--- config.mk ---
export PLATFORM = sky130hd
export DESIGN_NAME = nmea_gga_rmc_position_parser_flat
export DESIGN_NICKNAME = d
export VERILOG_FILES = /design/src/sv/ngp_pkg.sv /design/src/sv/ngp_if.sv /design/src/sv/nmea_gga_rmc_position_parser.sv /design/src/sv/ngp_coord_conv.sv /design/src/flat_wrapper.sv
export VERILOG_INCLUDE_DIRS = /design/src /design/src/sv
export SDC_FILE = /design/constraint.sdc
export NUM_CORES = 2
export LEC_CHECK = 0
export BUFFER_PORTS_ARGS = -buffer_cell sky130_fd_sc_hd__clkbuf_2
export CORE_AREA = 2 2 310 542
export DETAILED_ROUTE_END_ITERATION = 16
export DIE_AREA = 0 0 312 544
export PLACE_DENSITY = 0.75
export SYNTH_ARGS = -nofsm -noshare
export SYNTH_HDL_FRONTEND = slang
export SYNTH_SLANG_ARGS = --single-unit
--- constraint.sdc ---
create_clock -name clk_i -period 32.8 [get_ports clk_i]
set_input_delay 3.28 -clock clk_i [delete_from_list [all_inputs] [get_ports clk_i]]
set_output_delay 3.28 -clock clk_i [all_outputs]
set_load 0.005 [all_outputs]
--- src/sv/nmea_gga_rmc_position_parser_macros.svh ---
// ---------------------------------------------------------------------------
// assertion macros for the position parser
// expects clk_i and rst_ni in the scope of use
// ---------------------------------------------------------------------------
`ifndef NMEA_GGA_RMC_POSITION_PARSER_MACROS_SVH
`define NMEA_GGA_RMC_POSITION_PARSER_MACROS_SVH

// plain property, checked outside reset
`define NGP_ASSERT(lbl, prop, msg) \
  lbl: assert property (@(posedge clk_i) disable iff (!rst_ni) (prop)) else $error(msg);

// overlapping implication, checked outside reset
`define NGP_ASSERT_IMP(lbl, ante, cons, msg) \
  lbl: assert property (@(posedge clk_i) disable iff (!rst_ni) (ante) |-> (cons)) \
    else $error(msg);

`endif

--- src/sv/ngp_pkg.sv ---
// ---------------------------------------------------------------------------
// ngp_pkg
// shared types and constants of the position parser
// ---------------------------------------------------------------------------
`default_nettype none

package ngp_pkg;

  localparam int unsigned LINE_LIMIT      = 128;
  localparam int unsigned FIELD_LIMIT     = 19;
  localparam int unsigned FRACTION_DIGITS = 5;
  localparam int unsigned NSTG            = 5;

  // coordinate conversion constants (fraction scale 1e5)
  localparam logic [16:0] INT_CAP    = 17'd99999;
  localparam logic [30:0] MAG_CAP    = 31'd1800000000;
  localparam logic [17:0] RECIP_100  = 18'd167773;    // ceil(2^24/100)
  localparam logic [25:0] RECIP_3    = 26'd44739243;  // (2^27+1)/3

  typedef enum logic [1:0] {
    KIND_GGA      = 2'd0,
    KIND_RMC_OK   = 2'd1,
    KIND_RMC_VOID = 2'd2
  } kind_e;

  // raw coordinate as read from the sentence
  typedef struct packed {
    logic [16:0] ipart;
    logic [16:0] frac;
    logic [2:0]  digits;
  } coord_raw_t;

  // non-coordinate part of one emitted record
  typedef struct packed {
    kind_e       kind;
    logic        neg_lat;
    logic        neg_lon;
    logic [3:0]  fix;
    logic [6:0]  sats;
    logic [16:0] alt;
    logic [16:0] speed;
  } side_t;

  function automatic logic [16:0] pow10(input logic [2:0] n);
    logic [16:0] r;
    case (n)
      3'd0:    r = 17'd1;
      3'd1:    r = 17'd10;
      3'd2:    r = 17'd100;
      3'd3:    r = 17'd1000;
      3'd4:    r = 17'd10000;
      3'd5:    r = 17'd100000;
      default: r = 17'd1;
    endcase
    return r;
  endfunction

endpackage

`default_nettype wire

--- src/sv/ngp_if.sv ---
// ---------------------------------------------------------------------------
// ngp channels
// byte input channel and position record output channel
// ---------------------------------------------------------------------------
`default_nettype none

interface ngp_byte_if;
  logic       valid;
  logic       ready;
  logic [7:0] rx_byte;
  modport source (output valid, output rx_byte, input ready);
  modport sink   (input valid, input rx_byte, output ready);
endinterface

interface ngp_fix_if;
  logic               valid;
  logic               ready;
  logic [1:0]         sentence_kind;
  logic signed [31:0] latitude_e7;
  logic signed [31:0] longitude_e7;
  logic [16:0]        altitude_m;
  logic [3:0]         fix_quality;
  logic [6:0]         satellites;
  logic [16:0]        speed_knots;
  modport source (output valid, output sentence_kind, output latitude_e7,
                  output longitude_e7, output altitude_m, output fix_quality,
                  output satellites, output speed_knots, input ready);
  modport sink   (input valid, input sentence_kind, input latitude_e7,
                  input longitude_e7, input altitude_m, input fix_quality,
                  input satellites, input speed_knots, output ready);
endinterface

`default_nettype wire

--- src/sv/nmea_gga_rmc_position_parser.sv ---
// ---------------------------------------------------------------------------
// nmea_gga_rmc_position_parser
// parses gga and rmc sentences byte by byte and emits the position record
// ---------------------------------------------------------------------------
// One byte beat is taken every cycle that ready is high. Header matching
// and field accumulation happen in the cycle the byte arrives; a newline
// that ends a matched sentence pushes a record into a five stage elastic
// conversion pipeline (divide by 100, fraction scaling, minute to degree
// scaling through a split reciprocal multiply), whose last stage feeds the
// output register that presents the record. The pipeline stages and
// the output register each hold one record, so bytes keep flowing while a
// result waits on the output side; only a full pipeline with a stalled
// output lowers ready. The checksum is not checked. The output record
// fields are the held values: a void rmc only clears the fix and repeats
// the last position.
// ---------------------------------------------------------------------------
`default_nettype none

`include "nmea_gga_rmc_position_parser_macros.svh"

module nmea_gga_rmc_position_parser import ngp_pkg::*; (
  input  wire logic   clk_i,
  input  wire logic   rst_ni,
  ngp_byte_if.sink    byte_i,
  ngp_fix_if.source   fix_o
);

  typedef enum logic [3:0] {
    R_NONE, R_LAT, R_LATDIR, R_LON, R_LONDIR, R_FIX, R_SATS, R_ALT, R_STATUS, R_SPEED
  } role_e;

  typedef enum logic [1:0] {
    ST_NONE = 2'd0,
    ST_GGA  = 2'd1,
    ST_RMC  = 2'd2
  } stype_e;

  localparam logic [6:0] LINE_MAX = 7'(LINE_LIMIT - 1);
  localparam logic [7:0] HDR [4][6] = '{
    '{8'h24, "G", "N", "G", "G", "A"},
    '{8'h24, "G", "P", "G", "G", "A"},
    '{8'h24, "G", "N", "R", "M", "C"},
    '{8'h24, "G", "P", "R", "M", "C"}
  };

  // parser state
  logic [6:0]  lp_q, lp_d;
  logic [4:0]  fn_q, fn_d;
  logic [4:0]  fcc_q, fcc_d;
  logic [3:0]  hm_q, hm_d;
  stype_e      st_q, st_d;
  logic [16:0] ia_q, ia_d;
  logic [16:0] fa_q, fa_d;
  logic [2:0]  fd_q, fd_d;
  logic [1:0]  np_q, np_d;          // 0 integer, 1 fraction, 2 done
  logic        fs_q, fs_d;          // field stopped
  coord_raw_t  plat_q, plat_d, plon_q, plon_d;
  logic [1:0]  pdir_q, pdir_d;
  logic [3:0]  pfix_q, pfix_d;
  logic [6:0]  psats_q, psats_d;
  logic [16:0] palt_q, palt_d, pspd_q, pspd_d;
  logic        sv_q, sv_d;

  // emit snapshot
  logic        emit;
  side_t       snap_side;
  coord_raw_t  snap_lat, snap_lon;

  // pipeline control
  logic [NSTG-1:0] v_q;
  logic [NSTG:0]   rdy;
  side_t           side_q [NSTG];
  logic            accept;
  logic [30:0]     lat_mag, lon_mag;

  // output register doubles as the held record
  logic               out_valid_q;
  kind_e              kind_q;
  logic signed [31:0] lat_q, lon_q;
  logic [16:0]        alt_q, spd_q;
  logic [3:0]         fix_q;
  logic [6:0]         sats_q;

  function automatic role_e field_role(input stype_e st, input logic [4:0] fn);
    role_e r;
    r = R_NONE;
    case (st)
      ST_GGA: begin
        case (fn)
          5'd2:    r = R_LAT;
          5'd3:    r = R_LATDIR;
          5'd4:    r = R_LON;
          5'd5:    r = R_LONDIR;
          5'd6:    r = R_FIX;
          5'd7:    r = R_SATS;
          5'd9:    r = R_ALT;
          default: r = R_NONE;
        endcase
      end
      ST_RMC: begin
        case (fn)
          5'd2:    r = R_STATUS;
          5'd3:    r = R_LAT;
          5'd4:    r = R_LATDIR;
          5'd5:    r = R_LON;
          5'd6:    r = R_LONDIR;
          5'd7:    r = R_SPEED;
          default: r = R_NONE;
        endcase
      end
      default: r = R_NONE;
    endcase
    return r;
  endfunction

  function automatic logic [16:0] add_digit(input logic [16:0] acc, input logic [3:0] d);
    logic [20:0] v;
    v = 21'(acc) * 21'd10 + 21'(d);
    return (v > 21'(INT_CAP)) ? INT_CAP : v[16:0];
  endfunction

  assign accept = byte_i.valid && byte_i.ready;

  // per-byte parse
  always_comb begin
    logic [7:0]  c;
    logic        dig;
    logic [3:0]  d;
    logic [6:0]  pos;
    logic [4:0]  idx;
    role_e       r;
    c   = byte_i.rx_byte;
    dig = (c >= "0") && (c <= "9");
    d   = 4'(c - "0");
    pos = lp_q;
    idx = fcc_q;
    r   = R_NONE;

    lp_d = lp_q;  fn_d = fn_q;  fcc_d = fcc_q; hm_d = hm_q;  st_d = st_q;
    ia_d = ia_q;  fa_d = fa_q;  fd_d = fd_q;   np_d = np_q;  fs_d = fs_q;
    plat_d = plat_q; plon_d = plon_q; pdir_d = pdir_q; pfix_d = pfix_q;
    psats_d = psats_q; palt_d = palt_q; pspd_d = pspd_q; sv_d = sv_q;
    emit = 1'b0;

    // start of sentence
    if (c == "$") begin
      lp_d = '0; fn_d = '0; hm_d = 4'hF; st_d = ST_NONE;
      fcc_d = '0; ia_d = '0; fa_d = '0; fd_d = '0; np_d = '0; fs_d = 1'b0;
      plat_d = '0; plon_d = '0; pdir_d = '0; pfix_d = '0;
      psats_d = '0; palt_d = '0; pspd_d = '0; sv_d = 1'b0;
    end

    if (lp_d < LINE_MAX) begin
      if (c == 8'd0) begin
        lp_d = LINE_MAX;
      end else begin
        pos  = lp_d;
        lp_d = lp_d + 7'd1;
        if (pos < 7'd6) begin
          for (int k = 0; k < 4; k++) begin
            if (HDR[k][pos[2:0]] != c) hm_d[k] = 1'b0;
          end
          if (pos == 7'd5) begin
            st_d = (hm_d[1:0] != 2'b00) ? ST_GGA :
                   ((hm_d[3:2] != 2'b00) ? ST_RMC : ST_NONE);
          end
        end
        r = field_role(st_d, fn_d);
        if (c == ",") begin
          case (r)
            R_LAT:   plat_d = '{ipart: ia_d, frac: fa_d, digits: fd_d};
            R_LON:   plon_d = '{ipart: ia_d, frac: fa_d, digits: fd_d};
            R_SATS:  psats_d = ia_d[6:0];
            R_ALT:   palt_d = ia_d;
            R_SPEED: pspd_d = ia_d;
            default: ;
          endcase
          if (fn_d < 5'd31) fn_d = fn_d + 5'd1;
          fcc_d = '0; ia_d = '0; fa_d = '0; fd_d = '0; np_d = '0; fs_d = 1'b0;
        end else if (!fs_d) begin
          if (c == "*") begin
            fs_d = 1'b1;
          end else begin
            idx   = fcc_d;
            fcc_d = fcc_d + 5'd1;
            if (fcc_d >= 5'(FIELD_LIMIT)) fs_d = 1'b1;
            case (r)
              R_LATDIR: if (idx == '0 && (c == "S" || c == "W")) pdir_d[0] = 1'b1;
              R_LONDIR: if (idx == '0 && (c == "S" || c == "W")) pdir_d[1] = 1'b1;
              R_STATUS: if (idx == '0) sv_d = (c == "A");
              R_FIX:    if (idx == '0) pfix_d = dig ? d : 4'd0;
              R_LAT, R_LON: begin
                if (np_d == 2'd0) begin
                  if (c == ".") np_d = 2'd1;
                  else if (dig) ia_d = add_digit(ia_d, d);
                end else if (np_d == 2'd1) begin
                  if (!dig) np_d = 2'd2;
                  else if (fd_d < 3'(FRACTION_DIGITS)) begin
                    fa_d = 17'(fa_d * 4'd10) + 17'(d);
                    fd_d = fd_d + 3'd1;
                  end
                end
              end
              R_SATS: begin
                if (idx < 5'd2) begin
                  if (np_d == 2'd0 && dig) ia_d = add_digit(ia_d, d);
                  else np_d = 2'd2;
                end
              end
              R_ALT, R_SPEED: begin
                if (np_d == 2'd0 && dig) ia_d = add_digit(ia_d, d);
                else np_d = 2'd2;
              end
              default: ;
            endcase
          end
        end
      end
    end

    // newline closes the last field and ends the line
    snap_lat  = plat_d;
    snap_lon  = plon_d;
    snap_side = '{kind: KIND_GGA, neg_lat: pdir_d[0], neg_lon: pdir_d[1],
                  fix: pfix_d, sats: psats_d, alt: palt_d, speed: pspd_d};
    if (c == 8'h0A) begin
      r = field_role(st_d, fn_d);
      case (r)
        R_LAT:   snap_lat = '{ipart: ia_d, frac: fa_d, digits: fd_d};
        R_LON:   snap_lon = '{ipart: ia_d, frac: fa_d, digits: fd_d};
        R_SATS:  snap_side.sats = ia_d[6:0];
        R_ALT:   snap_side.alt = ia_d;
        R_SPEED: snap_side.speed = ia_d;
        default: ;
      endcase
      snap_side.kind = (st_d == ST_GGA) ? KIND_GGA :
                       (sv_d ? KIND_RMC_OK : KIND_RMC_VOID);
      emit = (st_d != ST_NONE);
      lp_d = '0; fn_d = '0; hm_d = 4'hF; st_d = ST_NONE;
      fcc_d = '0; ia_d = '0; fa_d = '0; fd_d = '0; np_d = '0; fs_d = 1'b0;
      plat_d = '0; plon_d = '0; pdir_d = '0; pfix_d = '0;
      psats_d = '0; palt_d = '0; pspd_d = '0; sv_d = 1'b0;
    end
  end

  // elastic ready chain, output end first
  always_comb begin
    rdy[NSTG] = !out_valid_q || fix_o.ready;
    for (int i = NSTG - 1; i >= 0; i--) begin
      rdy[i] = !v_q[i] || rdy[i+1];
    end
  end

  assign byte_i.ready = rdy[0];

  always_ff @(posedge clk_i or negedge rst_ni) begin
    if (!rst_ni) begin
      lp_q <= '0; fn_q <= '0; fcc_q <= '0; hm_q <= '0; st_q <= ST_NONE;
      ia_q <= '0; fa_q <= '0; fd_q <= '0; np_q <= '0; fs_q <= 1'b0;
      plat_q <= '0; plon_q <= '0; pdir_q <= '0; pfix_q <= '0;
      psats_q <= '0; palt_q <= '0; pspd_q <= '0; sv_q <= 1'b0;
    end else if (accept) begin
      lp_q <= lp_d; fn_q <= fn_d; fcc_q <= fcc_d; hm_q <= hm_d; st_q <= st_d;
      ia_q <= ia_d; fa_q <= fa_d; fd_q <= fd_d; np_q <= np_d; fs_q <= fs_d;
      plat_q <= plat_d; plon_q <= plon_d; pdir_q <= pdir_d; pfix_q <= pfix_d;
      psats_q <= psats_d; palt_q <= palt_d; pspd_q <= pspd_d; sv_q <= sv_d;
    end
  end

  // record pipeline valids
  always_ff @(posedge clk_i or negedge rst_ni) begin
    if (!rst_ni) begin
      v_q <= '0;
    end else begin
      if (rdy[0]) v_q[0] <= accept && emit;
      for (int i = 1; i < NSTG; i++) begin
        if (rdy[i]) v_q[i] <= v_q[i-1];
      end
    end
  end

  always_ff @(posedge clk_i) begin
    if (rdy[0]) side_q[0] <= snap_side;
    for (int i = 1; i < NSTG; i++) begin
      if (rdy[i]) side_q[i] <= side_q[i-1];
    end
  end

  ngp_coord_conv u_lat (
    .clk_i (clk_i),
    .ld_i  (rdy[NSTG-1:0]),
    .raw_i (snap_lat),
    .mag_o (lat_mag)
  );

  ngp_coord_conv u_lon (
    .clk_i (clk_i),
    .ld_i  (rdy[NSTG-1:0]),
    .raw_i (snap_lon),
    .mag_o (lon_mag)
  );

  // output register, updated per sentence kind
  always_ff @(posedge clk_i or negedge rst_ni) begin
    if (!rst_ni) begin
      out_valid_q <= 1'b0;
      kind_q <= KIND_GGA;
      lat_q <= '0; lon_q <= '0; alt_q <= '0; spd_q <= '0; fix_q <= '0; sats_q <= '0;
    end else if (rdy[NSTG]) begin
      out_valid_q <= v_q[NSTG-1];
      if (v_q[NSTG-1]) begin
        kind_q <= side_q[NSTG-1].kind;
        case (side_q[NSTG-1].kind)
          KIND_GGA: begin
            lat_q  <= side_q[NSTG-1].neg_lat ? -$signed({1'b0, lat_mag})
                                              : $signed({1'b0, lat_mag});
            lon_q  <= side_q[NSTG-1].neg_lon ? -$signed({1'b0, lon_mag})
                                              : $signed({1'b0, lon_mag});
            fix_q  <= side_q[NSTG-1].fix;
            sats_q <= side_q[NSTG-1].sats;
            alt_q  <= side_q[NSTG-1].alt;
          end
          KIND_RMC_OK: begin
            lat_q  <= side_q[NSTG-1].neg_lat ? -$signed({1'b0, lat_mag})
                                              : $signed({1'b0, lat_mag});
            lon_q  <= side_q[NSTG-1].neg_lon ? -$signed({1'b0, lon_mag})
                                              : $signed({1'b0, lon_mag});
            fix_q  <= 4'd1;
            spd_q  <= side_q[NSTG-1].speed;
          end
          default: begin
            fix_q  <= 4'd0;
          end
        endcase
      end
    end
  end

  assign fix_o.valid         = out_valid_q;
  assign fix_o.sentence_kind = kind_q;
  assign fix_o.latitude_e7   = lat_q;
  assign fix_o.longitude_e7  = lon_q;
  assign fix_o.altitude_m    = alt_q;
  assign fix_o.fix_quality   = fix_q;
  assign fix_o.satellites    = sats_q;
  assign fix_o.speed_knots   = spd_q;

  // checks
  `NGP_ASSERT(a_fcc_bound, fcc_q <= 5'(FIELD_LIMIT), "field char count past limit")
  `NGP_ASSERT_IMP(a_void_fix, out_valid_q && kind_q == KIND_RMC_VOID, fix_q == 4'd0, "void fix set")
  `NGP_ASSERT_IMP(a_ok_fix, out_valid_q && kind_q == KIND_RMC_OK, fix_q == 4'd1, "rmc fix not one")
  `NGP_ASSERT(a_lat_cap, lat_q <= 32'sd1800000000 && lat_q >= -32'sd1800000000, "latitude out of range")

endmodule

`default_nettype wire

--- src/sv/ngp_coord_conv.sv ---
// ---------------------------------------------------------------------------
// ngp_coord_conv
// ddmm.mmmmm to 1e-7 degree magnitude, five register stages
// ---------------------------------------------------------------------------
`default_nettype none

module ngp_coord_conv import ngp_pkg::*; (
  input  wire logic            clk_i,
  input  wire logic [NSTG-1:0] ld_i,
  input  wire coord_raw_t      raw_i,
  output logic [30:0]          mag_o
);

  coord_raw_t  s1_q;
  logic [9:0]  s2_deg_q;
  logic [16:0] s2_ip_q, s2_fn_q;
  logic [6:0]  s3_min_q;
  logic [9:0]  s3_deg_q;
  logic [16:0] s3_fn_q;
  logic [25:0] s4_p_q;
  logic [33:0] s4_degp_q;
  logic [38:0] s5_ph_q, s5_pl_q;
  logic [33:0] s5_degp_q;

  logic [34:0] div_prod;
  logic [33:0] fn_prod;
  logic [16:0] min_full;
  logic [52:0] sum;
  logic [34:0] mag;

  always_comb begin
    div_prod = s1_q.ipart * RECIP_100;
    fn_prod  = s1_q.frac * pow10(3'(FRACTION_DIGITS) - s1_q.digits);
    min_full = s2_ip_q - 17'(s2_deg_q) * 17'd100;
    sum      = 53'({s5_ph_q, 13'd0}) + 53'(s5_pl_q);
    mag      = 35'(s5_degp_q) + 35'(sum[52:27]);
    mag_o    = (mag > 35'(MAG_CAP)) ? MAG_CAP : mag[30:0];
  end

  always_ff @(posedge clk_i) begin
    if (ld_i[0]) begin
      s1_q <= raw_i;
    end
    if (ld_i[1]) begin
      s2_deg_q <= div_prod[33:24];
      s2_ip_q  <= s1_q.ipart;
      s2_fn_q  <= fn_prod[16:0];
    end
    if (ld_i[2]) begin
      s3_min_q <= min_full[6:0];
      s3_deg_q <= s2_deg_q;
      s3_fn_q  <= s2_fn_q;
    end
    if (ld_i[3]) begin
      s4_p_q    <= 26'(s3_min_q) * 26'd500000 + 26'(s3_fn_q) * 26'd5;
      s4_degp_q <= 34'(s3_deg_q) * 34'd10000000;
    end
    if (ld_i[4]) begin
      s5_ph_q   <= s4_p_q[25:13] * RECIP_3;
      s5_pl_q   <= s4_p_q[12:0] * RECIP_3;
      s5_degp_q <= s4_degp_q;
    end
  end

endmodule

`default_nettype wire

--- src/flat_wrapper.sv ---
// flat-port wrapper written by rule: the top's interface ports become plain ports
module nmea_gga_rmc_position_parser_flat import ngp_pkg::*;
  (clk_i, rst_ni, byte_i_valid, byte_i_rx_byte, byte_i_ready, fix_o_valid, fix_o_sentence_kind, fix_o_latitude_e7, fix_o_longitude_e7, fix_o_altitude_m, fix_o_fix_quality, fix_o_satellites, fix_o_speed_knots, fix_o_ready);
  ngp_byte_if byte_i_i ();
  ngp_fix_if fix_o_i ();
  input  wire logic clk_i;
  input  wire logic rst_ni;
  input wire logic [$bits(byte_i_i.valid)-1:0] byte_i_valid;
  input wire logic [$bits(byte_i_i.rx_byte)-1:0] byte_i_rx_byte;
  output wire logic [$bits(byte_i_i.ready)-1:0] byte_i_ready;
  output wire logic [$bits(fix_o_i.valid)-1:0] fix_o_valid;
  output wire logic [$bits(fix_o_i.sentence_kind)-1:0] fix_o_sentence_kind;
  output wire logic [$bits(fix_o_i.latitude_e7)-1:0] fix_o_latitude_e7;
  output wire logic [$bits(fix_o_i.longitude_e7)-1:0] fix_o_longitude_e7;
  output wire logic [$bits(fix_o_i.altitude_m)-1:0] fix_o_altitude_m;
  output wire logic [$bits(fix_o_i.fix_quality)-1:0] fix_o_fix_quality;
  output wire logic [$bits(fix_o_i.satellites)-1:0] fix_o_satellites;
  output wire logic [$bits(fix_o_i.speed_knots)-1:0] fix_o_speed_knots;
  input wire logic [$bits(fix_o_i.ready)-1:0] fix_o_ready;
  assign byte_i_i.valid = byte_i_valid;
  assign byte_i_i.rx_byte = byte_i_rx_byte;
  assign byte_i_ready = byte_i_i.ready;
  assign fix_o_valid = fix_o_i.valid;
  assign fix_o_sentence_kind = fix_o_i.sentence_kind;
  assign fix_o_latitude_e7 = fix_o_i.latitude_e7;
  assign fix_o_longitude_e7 = fix_o_i.longitude_e7;
  assign fix_o_altitude_m = fix_o_i.altitude_m;
  assign fix_o_fix_quality = fix_o_i.fix_quality;
  assign fix_o_satellites = fix_o_i.satellites;
  assign fix_o_speed_knots = fix_o_i.speed_knots;
  assign fix_o_i.ready = fix_o_ready;
  nmea_gga_rmc_position_parser u_core (.clk_i(clk_i), .rst_ni(rst_ni), .byte_i(byte_i_i), .fix_o(fix_o_i));
endmodule
Word level (Yosys, flattened, before mapping)
Memories as Yosys holds them, arrays and structs flattened. Index checks and enable logic that the tools add are counted.

Input bits: 12. Bits in writable memories: 245. ROM bits: 256. Register bits: 828. Output and inout bits: 113. Word-level logic and storage cells: 421. Memories: 5.

Magnitude comparators: 12. $add $sub $neg: 19. Multipliers: 18. Bitwise logic cells: 1. Reduce and logical (&&, ||, !) cells: 32. Mux-type cells: 214. Equality and inequality tests: 57.

Memories: u_core.side_q (words 5, bits a word 49, read ports 5, clocked after Yosys merged registers in 0, write ports 5, RTL line nmea_gga_rmc_position_parser.sv:72) `side_t side_q [NSTG];`; (name not given) (words 8, bits a word 8, read ports 1, clocked after Yosys merged registers in 0, write ports 0, RTL line nmea_gga_rmc_position_parser.sv:161) `if (HDR[k][pos[2:0]] != c) hm_d[k] = 1'b0;`; (name not given) (words 8, bits a word 8, read ports 1, clocked after Yosys merged registers in 0, write ports 0, RTL line nmea_gga_rmc_position_parser.sv:161); (name not given) (words 8, bits a word 8, read ports 1, clocked after Yosys merged registers in 0, write ports 0, RTL line nmea_gga_rmc_position_parser.sv:161); (name not given) (words 8, bits a word 8, read ports 1, clocked after Yosys merged registers in 0, write ports 0, RTL line nmea_gga_rmc_position_parser.sv:161).

Operators by type and width (count): 17-bit two-way mux (39); 37-bit two-way mux (16); 17-bit case mux with 5 select lines (2); 13-bit by 26-bit multiplier with 39-bit output (second input constant) (4); 52-bit by 39-bit adder with 53-bit output (2); 7-bit two-way mux (11); 4-bit two-way mux (18); 34-bit by 26-bit adder with 35-bit output (2); 35-bit by 31-bit > comparator with 1-bit output (second input constant) (2); 17-bit by 18-bit multiplier with 34-bit output (second input constant) (2); 2-bit two-way mux (33); 5-bit two-way mux (13); 32-bit two-way mux (2); 8-bit two-way mux (8); 31-bit negation with 32-bit output (2); 31-bit two-way mux (2); 17-bit by 3-bit multiplier with 20-bit output (second input constant) (3); 10-bit by 17-bit multiplier with 27-bit output (second input constant) (2); 26-bit by 20-bit adder with 26-bit output (2); 17-bit case mux with 3 select lines (1); 1-bit two-way mux (48); 4-bit case mux with 6 select lines (2); 7-bit by 14-bit multiplier with 21-bit output (second input constant) (2); 3-bit case mux with 7 select lines (2); 53 further kinds (133).

Longest topological paths before layout
Depth in word-level cells: 32. Gate-level depth with buffers: 37. Gate-level depth less buffers: 34.

Cells and area by module
Synthesis repeated with hierarchy kept, for this count alone.

Cell total of the unflattened synthesis: 8476. Area, all modules: 90428.0 µm².

Modules (own cells, without submodules): ngp_coord_conv at u_core.u_lat (sequential area each 7507.2 µm², cells an instance 2932, area an instance 31153.6 µm², times used 1); ngp_coord_conv at u_core.u_lon (sequential area each 7507.2 µm², cells an instance 2906, area an instance 31152.4 µm², times used 1); nmea_gga_rmc_position_parser (sequential area each 14914.3 µm², cells an instance 2638, area an instance 28122.0 µm², times used 1).

Worst setup path after synthesis
Ideal clock, no wire load.

Kind: input -> output. From: in fix_o_ready. To: out byte_i_ready. Setup slack: 18.327 ns. Arrival time: 11.193 ns. Stages: 4. Required time: 29.520 ns. Cell sequence: nor2b_1 > nand3_1 > nor2_1 > nand3_1.

Longest elaborated chain between the ends: 6.

RTL lines: start, declared (RTL line flat_wrapper.sv:19) `input wire logic [$bits(fix_o_i.ready)-1:0] fix_o_ready;`; 1-bit logical OR (RTL line nmea_gga_rmc_position_parser.sv:248) `rdy[NSTG] = !out_valid_q || fix_o.ready;`; 1-bit logical OR (2 in series) (RTL line nmea_gga_rmc_position_parser.sv:250) `rdy[i] = !v_q[i] || rdy[i+1];`; via u_core.rdy[3] (RTL line nmea_gga_rmc_position_parser.sv:71) `logic [NSTG:0] rdy;`; 1-bit logical OR (3 in series) (RTL line nmea_gga_rmc_position_parser.sv:250); end, declared (RTL line flat_wrapper.sv:10) `output wire logic [$bits(byte_i_i.ready)-1:0] byte_i_ready;`.

The timed path passes the listed nets, and every way through them passes these cells.

==> summary.txt <==
Timing
  • Worst Hold Margin: 0.403 ns
  • Worst-Margin Slew: 1.34 ns
  • Period utilization: 33.5%
  • Clock skew after layout: 0.0829 ns
  • Minimum clock period: 10.98 ns
  • Fmax achieved: 91.0 MHz
  • Setup TNS: 0 ns
  • Slew Limit Fails: 0
  • Final Setup Violations: 0
  • RSZ-0062 raised after global routing: no
  • Hold Fails Final Rpt: 0
  • Slew headroom: 9.74%

Critical path
  • Most Frequent Cell on Critical Path: nor2_1
  • Worst Setup Start Kind: input port
  • Arr. time, crit path: 11.44 ns
  • Critical path peak fanout: 43
  • Worst Setup Path Type: input port to flop
  • Critical R2R Launch: u_core.u_lat.s5_ph_q[13]
  • Worst reg2reg path endpoint: u_core.fix_o.latitude_e7[28]
  • CP peak stage delay: 0.99 ns
  • R2R setup slack: 22.26 ns
  • Req. time, crit path: 33.26 ns
  • CP Capture Type: flop
  • R2R depth: 36
  • Slowest CP cell: or4_2

Synth
  • Top-area cell type share of the netlist area: 24.7%
  • Syn_area_per_cell: 10.6 µm²
  • Warning count from the yosys run: 0
  • Top_reg_cell synth: edfxtp_1
  • Synth Net Count: 10489
  • Yosys top cell by area: edfxtp_1
  • Asr flop ratio synth: 28.8%
  • Mapped Area: 90500 µm²
  • Top cells by area, synth: edfxtp_1 25%, ha_1 17%, fa_1 16%, dfrtp_1 8.3%, inv_1 5.3%
  • Mapped Cells: 8538
  • Seq/Total Area, Yosys: 33.1%
  • Distinct cells, synth: 94
  • Post-synth EDFFs: 745
  • Yosys reg bits: 1047

Clocking
  • Worst-case clock buffer depth: 3
  • Worst-path clk slew: 0.07 ns
  • CTS Sinks: 1047
  • # hold bufs at CTS: 0
  • CTS H-tree depth: 3
  • Worst-Skew Late Latency: 0.76 ns
  • Root buffer cell: clkbuf_16
  • CTS tree: built
  • Setup repair bufs after CTS: 0
  • Post-CTS Resized: 0
  • Num CTS Buffers: 94

Detailed routing
  • First-pass DRT Iterations: 5
  • M1 WL: 75600 µm
  • Antenna-violating nets left: 0
  • Drt total wl: 217000 µm
  • Vias per cell: 5.83
  • Highest routed metal layer: met5
  • WL/cell: 20.0 µm
  • Met3 WL: 8430 µm
  • Met2 wire len: 117000 µm
  • DR vias: 63078
  • DRC marker count from the first detailed-route iteration: 4280
  • Drt drc: 0

Die
  • Initial Utilization: 54.7%
  • Die H: 544 µm
  • Die X-Extent: 312 µm
  • I/O pin count: 125
  • Core ar.: 165000 µm²
  • Rows: 198
  • Die ar.: 170000 µm²

Global routing
  • Vias in the first global route: 66580
  • Largest net degree at the start of global routing: 117
  • Remaining global-route overflow: 0
  • Initial antenna violation count: 4
  • Global-route wire length before repair: 346000 µm
  • Total Routing Usage GR: 25.7%

Status
  • Status: finished clean

Power and ir drop
  • Net Sw Frac: 23.6%
  • Net Switching: 632 µW
  • Comb pwr share: 4.2%
  • Power Density: 27.7 nW/µm²
  • Max VDD drop: 0.0529 mV
  • Cell Int Power: 2050 µW
  • P_leak: 0.0507 µW
  • Seq pwr share: 53.3%
  • Clock share of power: 42.6%

Place
  • Dpl cells: 10650
  • Post-DP Area: 93400 µm²
  • Input/output buffers: 124
  • GP Congestion: 0.960
  • Post-DP HPWL: 171000 µm

Final layout
  • Post-Layout Inst Area: 96700 µm²
  • Final Non-Filler Cells: 10828
  • Fillers: 13727
  • Area Growth Syn to Fin: 6.77%
  • Layout cells sized above 1: 6.51%
  • NumNets Final: 10497

Min path
  • Worst Hold Endpoint: u_core.u_lon.s3_fn_q[14]
  • HP Class: flop to flop
  • Cells on Worst Hold Path: 0
  • Hold wc startpoint: u_core.u_lon.s2_fn_q[14]

Job
  • Max-cap violations: 0
==> per-stage QoR <==
stage | util (%) | setup WS, ns | total power (µW)
final | 58.4 | 21.82 | 2680
after CTS | 58.4 | 22.06 | 2700
after global routing | 58.4 | 21.31 | 2760
after floorplan | - | 18.33 | 1520
after global placement | 56.5 | 21.44 | 1560
after detailed placement | 56.5 | 21.31 | 1560
==> how the worst max path moves through the flow <==
| stage | endpoint | from |
|---|---|---|
| 2_1_floorplan | byte_i_ready | fix_o_ready |
| 3_3_place_gp | u_core.u_lon.s1_q[1] | byte_i_rx_byte[0] |
| 3_5_place_dp | u_core.u_lon.s1_q[4] | byte_i_rx_byte[0] |
| 4_1_cts | u_core.u_lon.s1_q[5] | byte_i_rx_byte[0] |
| 5_1_grt | u_core.u_lon.s1_q[17] | byte_i_rx_byte[2] |
| 6_report | u_core.u_lon.s1_q[18] | byte_i_rx_byte[0] |
==> worst max-delay path: cells and delay by family <==
family / cells / cell delay (ns)
mux: 1 / 0.31
buf+inv: 2 / 0.46
fa+ha+maj: 2 / 0.65
simple gates: 13 / 5.21
compound gates: 8 / 1.51
==> registers in the layout, summed over array words and instances, names as in the netlist, 27 cells and up <==
register	cells
u_core.u_lat.s5_degp_q	27
u_core.fix_o.latitude_e7	32
u_core.u_lat.s5_ph_q	39
u_core.plat_q	37
u_core.side_q	245
u_core.u_lon.s4_degp_q	27
u_core.u_lat.s1_q	37
u_core.u_lon.s1_q	37
u_core.u_lon.s5_ph_q	39
u_core.plon_q	37
u_core.fix_o.longitude_e7	32
u_core.u_lon.s5_degp_q	27
u_core.u_lat.s4_degp_q	27
==> cells in the mapped netlist, drive strengths merged, types with 147 or more instances <==
master / number
ha: 1220
edfxtp: 745
fa: 719
o21ai: 338
nand3: 147
clkbuf: 231
xnor2: 325
a22o: 166
inv: 1287
nor2: 454
dfrtp: 302
nand2: 558
a21oi: 365
==> kinds of logic after synthesis <==
| group | Yosys count | synth area share, % |
|---|---|---|
| buffers and inverters | 1562 | 6.53 |
| adder cells (fa/ha/maj) | 1939 | 32.8 |
| AO/OA/AOI/OAI | 1503 | 11.1 |
| flip-flops | 1047 | 33.1 |
| AND/OR/NAND/NOR | 1818 | 9.63 |
| multiplexers | 217 | 2.58 |
| XOR/XNOR | 452 | 4.37 |
==> cell usage in the layout, fill, tap and decap left out, types with 23 or more instances in the layout <==
cell type,n
fa_1,719
a21oi_1,364
nor2b_1,51
xnor2_1,325
nand4_1,43
o21bai_1,29
clkbuf_16,97
edfxtp_1,745
xor2_1,127
a211oi_1,56
inv_1,1286
a31oi_1,60
o31ai_1,47
ha_1,1220
o21a_1,58
nand3_1,143
and2_1,101
nor2_1,449
or3_1,36
dfrtp_1,302
a21o_1,95
and3_1,95
nand2_1,555
o211ai_1,32
or2_2,27
nor3_1,125
nand2b_1,58
nor4_1,24
a22o_1,166
o21ai_0,332
mux2_2,133
a211o_1,23
buf_4,61
clkbuf_2,123
mux2i_1,83
==> power by group through the flow <==
stage / sequential (µW) / clock (µW) / combinational (µW)
2_1_floorplan: 1450 / 0 / 78.0
3_3_place_gp: 1450 / 0 / 108
3_5_place_dp: 1460 / 0 / 109
4_1_cts: 1430 / 1170 / 110
5_1_grt: 1430 / 1210 / 122
6_report: 1430 / 1140 / 111
==> layout make-up <==
class	instances	area, µm²	share of cell area (%)
multi-input cells	5929	54800	56.7
flip-flops and latches	1047	29900	31.0
repair buffers	185	1090	1.13
clock inverters	66	692	0.716
inverters	1289	4840	5.01
well taps	2200	2750	2.85
diodes	1	2.50	0.00259
clock buffers	111	2550	2.64
==> metal layers <==
metal	GRT usage, %	up-vias
met5	0	-
met4	17.1	2
met3	2.53	701
met2	49.3	1860
met1	26.1	31047
li1	-	29468
No activity file was read; power rests on OpenSTA's default activity.
